File: src/rtl/core/circ_pkg.sv
`timescale 1ns / 1ps

package circ_pkg;

  localparam int COORD_W   = 16;
  localparam int RAD_W     = 12;
  localparam int OFF_W     = 13;
  localparam int ERR_W     = 15;
  localparam int PIX_W     = 17;
  localparam int COLOR_W   = 16;
  localparam int SIZE_W    = 13;
  localparam int CFG_IDX_W = 2;
  localparam int PT_W      = 3;

  localparam int Q_DEPTH   = 2;
  localparam int Q_PTR_W   = $clog2(Q_DEPTH);
  localparam int Q_CNT_W   = $clog2(Q_DEPTH + 1);

  localparam logic [CFG_IDX_W-1:0] REG_SCREEN_WIDTH  = 2'd0;
  localparam logic [CFG_IDX_W-1:0] REG_SCREEN_HEIGHT = 2'd1;

  localparam logic [SIZE_W-1:0] SCREEN_WIDTH_RST  = 13'd128;
  localparam logic [SIZE_W-1:0] SCREEN_HEIGHT_RST = 13'd160;

  localparam logic ACT_LOAD = 1'b0;
  localparam logic ACT_STEP = 1'b1;

  localparam logic [PT_W-1:0] PT_LAST = 3'd7;

  typedef struct packed {
    logic signed [COORD_W-1:0] centre_col;
    logic signed [COORD_W-1:0] centre_row;
    logic signed [OFF_W-1:0]   major;
    logic signed [OFF_W-1:0]   minor;
    logic [COLOR_W-1:0]        color;
    logic                      done;
    logic                      idle;
  } step_desc_t;

  typedef struct packed {
    logic [SIZE_W-1:0] width;
    logic [SIZE_W-1:0] height;
  } screen_cfg_t;

endpackage

File: src/rtl/core/midpoint_circle_outline_top.sv
// Load item: no result. Step item: eight points, one per cycle while
// out_stall is low, the first held in the step queue and then registered
// at the output. The single point emitter ends a step's points before it
// pops the next step; a step with no circle loaded gives one result.
// Reset (rst_n low, synchronous) drops the circle, empties the two-entry
// step queue and sets the screen size to 128 x 160.
`timescale 1ns / 1ps

module midpoint_circle_outline_top
  import circ_pkg::*;
(
  input  logic                      clk,
  input  logic                      rst_n,
  input  logic                      in_valid,
  output logic                      in_stall,
  input  logic                      in_action,
  input  logic signed [COORD_W-1:0] in_center_x,
  input  logic signed [COORD_W-1:0] in_center_y,
  input  logic [RAD_W-1:0]          in_radius,
  input  logic [COLOR_W-1:0]        in_color,
  output logic                      out_valid,
  input  logic                      out_stall,
  output logic signed [PIX_W-1:0]   out_pixel_x,
  output logic signed [PIX_W-1:0]   out_pixel_y,
  output logic [COLOR_W-1:0]        out_pixel_color,
  output logic                      out_on_screen,
  output logic                      out_last_point,
  output logic                      out_circle_done,
  input  logic                      cfg_valid,
  output logic                      cfg_ready,
  input  logic [CFG_IDX_W-1:0]      cfg_index,
  input  logic [SIZE_W-1:0]         cfg_data
);

  screen_cfg_t screen_r;
  logic        q_full, push, pop, head_valid;
  step_desc_t  push_desc, head_desc;

  assign cfg_ready = 1'b1;

  always_ff @(posedge clk) begin
    if (!rst_n) begin
      screen_r.width  <= SCREEN_WIDTH_RST;
      screen_r.height <= SCREEN_HEIGHT_RST;
    end else if (cfg_valid && cfg_ready) begin
      unique case (cfg_index)
        REG_SCREEN_WIDTH:  screen_r.width  <= cfg_data;
        REG_SCREEN_HEIGHT: screen_r.height <= cfg_data;
        default:           screen_r        <= screen_r;
      endcase
    end
  end

  circ_front u_front (
    .clk         (clk),
    .rst_n       (rst_n),
    .in_valid    (in_valid),
    .in_stall    (in_stall),
    .in_action   (in_action),
    .in_center_x (in_center_x),
    .in_center_y (in_center_y),
    .in_radius   (in_radius),
    .in_color    (in_color),
    .q_full      (q_full),
    .push        (push),
    .push_desc   (push_desc)
  );

  circ_queue u_queue (
    .clk        (clk),
    .rst_n      (rst_n),
    .push       (push),
    .push_desc  (push_desc),
    .full       (q_full),
    .pop        (pop),
    .head_valid (head_valid),
    .head_desc  (head_desc)
  );

  circ_back u_back (
    .clk             (clk),
    .rst_n           (rst_n),
    .screen          (screen_r),
    .head_valid      (head_valid),
    .head_desc       (head_desc),
    .pop             (pop),
    .out_valid       (out_valid),
    .out_stall       (out_stall),
    .out_pixel_x     (out_pixel_x),
    .out_pixel_y     (out_pixel_y),
    .out_pixel_color (out_pixel_color),
    .out_on_screen   (out_on_screen),
    .out_last_point  (out_last_point),
    .out_circle_done (out_circle_done)
  );

endmodule

File: src/rtl/core/circ_front.sv
`timescale 1ns / 1ps

module circ_front
  import circ_pkg::*;
(
  input  logic                      clk,
  input  logic                      rst_n,
  input  logic                      in_valid,
  output logic                      in_stall,
  input  logic                      in_action,
  input  logic signed [COORD_W-1:0] in_center_x,
  input  logic signed [COORD_W-1:0] in_center_y,
  input  logic [RAD_W-1:0]          in_radius,
  input  logic [COLOR_W-1:0]        in_color,
  input  logic                      q_full,
  output logic                      push,
  output step_desc_t                push_desc
);

  logic signed [COORD_W-1:0] centre_col_r;
  logic signed [COORD_W-1:0] centre_row_r;
  logic signed [OFF_W-1:0]   major_r, major_nxt;
  logic signed [OFF_W-1:0]   minor_r, minor_nxt;
  logic signed [ERR_W-1:0]   err_r, err_nxt;
  logic [COLOR_W-1:0]        color_r;
  logic                      active_r, active_nxt;

  logic                      accept;
  logic signed [ERR_W-1:0]   maj_e, min_e, err_mid;
  logic signed [OFF_W-1:0]   minor_mid;
  logic                      step_done;

  assign in_stall = q_full;
  assign accept   = in_valid && !in_stall;
  assign push     = accept && (in_action == ACT_STEP);

  assign maj_e = ERR_W'(major_r);
  assign min_e = ERR_W'(minor_r);

  // midpoint update: maybe grow minor, then maybe shrink major
  always_comb begin
    if (err_r <= 0) begin
      minor_mid = minor_r + OFF_W'(1);
      err_mid   = err_r + (min_e <<< 1) + ERR_W'(3);
    end else begin
      minor_mid = minor_r;
      err_mid   = err_r;
    end
    if (err_mid > 0) begin
      major_nxt = major_r - OFF_W'(1);
      err_nxt   = err_mid - (maj_e <<< 1) + ERR_W'(1);
    end else begin
      major_nxt = major_r;
      err_nxt   = err_mid;
    end
    minor_nxt = minor_mid;
    step_done = major_nxt < minor_nxt;
    active_nxt = active_r && !step_done;
  end

  always_comb begin
    push_desc.centre_col = centre_col_r;
    push_desc.centre_row = centre_row_r;
    push_desc.major      = major_r;
    push_desc.minor      = minor_r;
    push_desc.color      = color_r;
    push_desc.done       = step_done;
    push_desc.idle       = !active_r;
  end

  always_ff @(posedge clk) begin
    if (!rst_n) begin
      active_r <= 1'b0;
    end else if (accept) begin
      if (in_action == ACT_LOAD) begin
        active_r <= 1'b1;
      end else begin
        active_r <= active_nxt;
      end
    end
  end

  always_ff @(posedge clk) begin
    if (accept) begin
      if (in_action == ACT_LOAD) begin
        centre_col_r <= in_center_x;
        centre_row_r <= in_center_y;
        major_r      <= $signed({1'b0, in_radius});
        minor_r      <= '0;
        err_r        <= '0;
        color_r      <= in_color;
      end else if (active_r) begin
        major_r <= major_nxt;
        minor_r <= minor_nxt;
        err_r   <= err_nxt;
      end
    end
  end

endmodule

File: src/rtl/core/circ_queue.sv
`timescale 1ns / 1ps

module circ_queue
  import circ_pkg::*;
(
  input  logic       clk,
  input  logic       rst_n,
  input  logic       push,
  input  step_desc_t push_desc,
  output logic       full,
  input  logic       pop,
  output logic       head_valid,
  output step_desc_t head_desc
);

  step_desc_t           slot_r [Q_DEPTH];
  logic [Q_PTR_W-1:0]   wr_ptr_r, rd_ptr_r;
  logic [Q_CNT_W-1:0]   count_r;
  logic                 do_pop;

  assign full       = (count_r == Q_CNT_W'(Q_DEPTH));
  assign head_valid = (count_r != '0);
  assign head_desc  = slot_r[rd_ptr_r];
  assign do_pop     = pop && head_valid;

  always_ff @(posedge clk) begin
    if (!rst_n) begin
      wr_ptr_r <= '0;
      rd_ptr_r <= '0;
      count_r  <= '0;
    end else begin
      if (push) begin
        wr_ptr_r <= (wr_ptr_r == Q_PTR_W'(Q_DEPTH - 1)) ? '0 : wr_ptr_r + Q_PTR_W'(1);
      end
      if (do_pop) begin
        rd_ptr_r <= (rd_ptr_r == Q_PTR_W'(Q_DEPTH - 1)) ? '0 : rd_ptr_r + Q_PTR_W'(1);
      end
      case ({push, do_pop})
        2'b10:   count_r <= count_r + Q_CNT_W'(1);
        2'b01:   count_r <= count_r - Q_CNT_W'(1);
        default: count_r <= count_r;
      endcase
    end
  end

  always_ff @(posedge clk) begin
    if (push) begin
      slot_r[wr_ptr_r] <= push_desc;
    end
  end

endmodule

File: src/rtl/core/circ_back.sv
`timescale 1ns / 1ps

module circ_back
  import circ_pkg::*;
(
  input  logic                    clk,
  input  logic                    rst_n,
  input  screen_cfg_t             screen,
  input  logic                    head_valid,
  input  step_desc_t              head_desc,
  output logic                    pop,
  output logic                    out_valid,
  input  logic                    out_stall,
  output logic signed [PIX_W-1:0] out_pixel_x,
  output logic signed [PIX_W-1:0] out_pixel_y,
  output logic [COLOR_W-1:0]      out_pixel_color,
  output logic                    out_on_screen,
  output logic                    out_last_point,
  output logic                    out_circle_done
);

  logic [PT_W-1:0]         pt_r;
  logic                    valid_r;
  logic signed [PIX_W-1:0] px_r, py_r;
  logic [COLOR_W-1:0]      color_r;
  logic                    on_r, last_r, done_r;

  logic                    load;
  logic                    last;
  logic signed [PIX_W-1:0] maj, mnr, cx, cy, dx, dy, px, py;
  logic                    on;

  assign load = head_valid && (!valid_r || !out_stall);
  assign last = head_desc.idle || (pt_r == PT_LAST);
  assign pop  = load && last;

  assign maj = PIX_W'(head_desc.major);
  assign mnr = PIX_W'(head_desc.minor);
  assign cx  = PIX_W'(head_desc.centre_col);
  assign cy  = PIX_W'(head_desc.centre_row);

  // octant order of the eight mirrored points
  always_comb begin
    unique case (pt_r)
      3'd0:    begin dx =  maj; dy =  mnr; end
      3'd1:    begin dx =  mnr; dy =  maj; end
      3'd2:    begin dx = -mnr; dy =  maj; end
      3'd3:    begin dx = -maj; dy =  mnr; end
      3'd4:    begin dx = -maj; dy = -mnr; end
      3'd5:    begin dx = -mnr; dy = -maj; end
      3'd6:    begin dx =  mnr; dy = -maj; end
      default: begin dx =  maj; dy = -mnr; end
    endcase
    px = cx + dx;
    py = cy + dy;
    on = !px[PIX_W-1] && !py[PIX_W-1]
         && (px[PIX_W-2:0] < {{(PIX_W-1-SIZE_W){1'b0}}, screen.width})
         && (py[PIX_W-2:0] < {{(PIX_W-1-SIZE_W){1'b0}}, screen.height});
  end

  always_ff @(posedge clk) begin
    if (!rst_n) begin
      valid_r <= 1'b0;
      pt_r    <= '0;
    end else begin
      if (load) begin
        valid_r <= 1'b1;
        pt_r    <= last ? '0 : pt_r + PT_W'(1);
      end else if (!out_stall) begin
        valid_r <= 1'b0;
      end
    end
  end

  always_ff @(posedge clk) begin
    if (load) begin
      if (head_desc.idle) begin
        px_r    <= '0;
        py_r    <= '0;
        color_r <= '0;
        on_r    <= 1'b0;
        last_r  <= 1'b1;
        done_r  <= 1'b1;
      end else begin
        px_r    <= px;
        py_r    <= py;
        color_r <= head_desc.color;
        on_r    <= on;
        last_r  <= last;
        done_r  <= last && head_desc.done;
      end
    end
  end

  assign out_valid       = valid_r;
  assign out_pixel_x     = px_r;
  assign out_pixel_y     = py_r;
  assign out_pixel_color = color_r;
  assign out_on_screen   = on_r;
  assign out_last_point  = last_r;
  assign out_circle_done = done_r;

endmodule
File: config.mk
export PLATFORM = sky130hd
export DESIGN_NAME = midpoint_circle_outline_top
export DESIGN_NICKNAME = d
export VERILOG_FILES = /design/src/rtl/core/circ_pkg.sv /design/src/rtl/core/midpoint_circle_outline_top.sv /design/src/rtl/core/circ_front.sv /design/src/rtl/core/circ_queue.sv /design/src/rtl/core/circ_back.sv
export SDC_FILE = /design/constraint.sdc
export NUM_CORES = 1
export LEC_CHECK = 0
export ABC_AREA = 1
export CAP_MARGIN = 20
export CORE_UTILIZATION = 45
export DETAILED_ROUTE_END_ITERATION = 8
export DONT_BUFFER_PORTS = 1
export GPL_TIMING_DRIVEN = 1
export PLACE_DENSITY = 0.65
export SETUP_SLACK_MARGIN = 0.4
export SLEW_MARGIN = 20
export SYNTH_ARGS = -nofsm -noshare
export SYNTH_HDL_FRONTEND = slang
export SYNTH_SLANG_ARGS = --single-unit
File: constraint.sdc
create_clock -name clk -period 5.3 [get_ports clk]
set_input_delay 0.265 -clock clk [delete_from_list [all_inputs] [get_ports clk]]
set_output_delay 0.265 -clock clk [all_outputs]
set_load 0.01 [all_outputs]
==> metrics <==
TritonRoute pass-1 iters=5; Initial Util=0.458; Post-Syn Area per Cell=approximately 9.5 sq um; chip width=roughly 200 um; Critical Path End Type=flip-flop; Yosys reg bits=between 300 and 400; sequential area share after synthesis=0.535; Crit path required time=5590 ps; WL per Instance=17.5 um; Post-Synthesis Cells=between 1500 and 2000; Syn Nets=between 2000 and 2500; Final Max Slew Viols=0; Synth top area share=0.495; Slew @ Worst Pin=roughly 1000 ps; Vert. Die Dim=~200 um; total die area=~40000 sq um; Port Buffers=0; via-per-instance ratio=5.15; synth-to-layout area growth=18.9%; CTS max path bufs=3; Overflow after GRT=0; f_max=around 0.22 GHz; Post-synth EDFFs=roughly 290; ys async rst share=0; hold violation total from the final report=0; DRC=0; most used cell, CP=nand2_1; Synth Cell Area=roughly 18000 sq um; internal reg-to-reg setup slack=about 650 ps; n_diodes=0; clk_lat worst skew=560 ps; CTS tree=built; 1st-iter DRT viols=~800; vias in the first global route=12700; Hold Path Class=input pin to flip-flop; H-tree Lvls=2; via count=around 13000; first-pass GRT wire length=roughly 70 mm; Rows=a little over 70; CP max stage delay=about 400 ps; Synth top cells by count=nand2_1 (446), edfxtp_1 (294), inv_1 (259); largest net degree at the start of global routing=57; total core area=just under 40000 sq um; crit-path max FO=6; yosys warns=0; slew margin rel.=0.325; initial antenna violation count=0; status=completed; slowest stage cell, crit path=fa_2; Main synth FF type=edfxtp_1; Sink Count=330; GRT Total Usage=0.217; Post-DP HPWL=32.4 mm; setup_tns=0 ps; Critical Path AT=~5000 ps; Num CTS Buffers=36; Final Setup Violations=0; DRT Wirelength=roughly 45 mm; Crit Path Class=flip-flop to flip-flop; Synth area leaders=edfxtp_1 (49%), nand2_1 (9.4%), ha_1 (9.2%); Routed Antenna Nets=0; maxcap violations=0; RSZ-0062 raised after global routing=no; count leader, synth=nand2_1; Clk pin slew, worst setup/hold paths=around 60 ps; GP Congestion=0.937; delay-heaviest family, CP=simple AND/OR/NAND/NOR gates; root buffer cell=clkbuf_16; buffers plus inverters on the worst setup path=3; Layout Nets=about 2200; Worst Skew=around 25 ps; # fillers=between 3000 and 4000; I/O pins=approximately 140; synth unique cells=51; most area-hungry cell type in the Yosys netlist=edfxtp_1; final worst path period share=0.877; element type at the critical path start=flip-flop; minimum clock period=roughly 4600 ps; share of layout cells above drive strength 1=0.110
==> through the flow <==
step,setup slack (ps),util,std cells,cell area (sq um),hold WS [ps]
2_1_floorplan,757,-,1870,17800,364
5_1_grt,309,0.545,2559,21200,13.1
3_5_place_dp,336,0.478,2381,18600,364
6_report,652,0.545,2559,21200,32.6
3_3_place_gp,402,0.478,2381,18600,364
4_1_cts,410,0.530,2523,20600,8.00
==> area by class of cell <==
cell class | instances | area (sq um) | area share
sequential | 330 | 9550 | 0.450
tap | 518 | 648 | 0.0305
clock buffer | 48 | 987 | 0.0465
timing repair buffer | 149 | 1320 | 0.0621
clock inverter | 17 | 269 | 0.0127
inverter | 265 | 1000 | 0.0473
multi-input combinational | 1232 | 7440 | 0.351
==> worst register-to-register path, delay by kind of cell (launching register included) <==
kind / cells / cell delay (ps)
adder cells (fa/ha/maj): 4 / 1100
AO/OA/AOI/OAI: 4 / 560
buffers and inverters: 3 / 210
flip-flops: 1 / 390
AND/OR/NAND/NOR: 20 / 2130
==> cell usage in the layout (no fill, tap or decap), types with 37 or more instances in the layout <==
| master | netlist | final |
|---|---|---|
| xor2_1 | 62 | 61 |
| dlygate4sd3_1 | 0 | 77 |
| nand3_1 | 65 | 59 |
| clkbuf_16 | 0 | 37 |
| nor2_1 | 121 | 114 |
| o21ai_0 | 106 | 92 |
| inv_1 | 259 | 254 |
| ha_1 | 131 | 119 |
| buf_4 | 3 | 70 |
| edfxtp_1 | 294 | 294 |
| a21oi_1 | 115 | 107 |
| nand2_1 | 446 | 439 |
==> path summary, 6_finish.rpt <==
| kind | startpoint | end | cells after the start |
|---|---|---|---|
| hold / removal | in_action | u_front.err_r[3] | 2 |
| setup reg to reg | u_front.minor_r[0] | u_queue.slot_r[1][1] | 31 |
| setup / recovery | u_front.minor_r[0] | u_queue.slot_r[1][1] | 31 |
| hold reg to reg | u_front.centre_col_r[13] | u_queue.slot_r[0][73] | 0 |
==> what timing repair did <==
item | 4_1_cts | 5_1_grt
endpoints found under the setup margin | 1 | 5
pin swaps | 0 | 32
hold endpoints to repair | 107 | 0
setup buffers | 0 | 36
resized for setup | 4 | 80
hold buffers | 77 | 0
==> cell families after synthesis <==
kind of cell,count (synthesis),share of synthesized area
adder cells (fa/ha/maj),135,0.0963
AO/OA/AOI/OAI,294,0.0915
flip-flops,330,0.535
other,1,0.000210
XOR/XNOR,82,0.0407
multiplexers,5,0.00280
AND/OR/NAND/NOR,715,0.167
buffers and inverters,308,0.0663
==> registers in the layout (all words and copies together) (netlist names), named ones only <==
register	flops
u_front.err_r	15
u_queue.rd_ptr_r	1
u_front.color_r	16
u_back.out_circle_done	1
u_queue.count_r	2
u_back.pt_r	3
u_front.major_r	13
screen_r	26
u_back.out_pixel_color	16
u_back.out_last_point	1
u_front.minor_r	13
u_front.centre_col_r	16
u_front.centre_row_r	16
u_back.out_pixel_y	17
u_queue.wr_ptr_r	1
u_back.out_pixel_x	17
u_queue.slot_r	152
u_front.active_r	1
u_back.out_valid	1
u_back.out_on_screen	1
==> layer usage <==
metal  share of wire  global-route usage  wire [um]
met2            0.51               0.381      22600
met5               0                   0          0
met4           0.026              0.0725       1150
met3           0.042              0.0337       1860
met1            0.43               0.272      19100
Power is left out: the tool's default activity adds up to more than one toggle a clock period on the data nets, which glitch-free logic cannot reach.
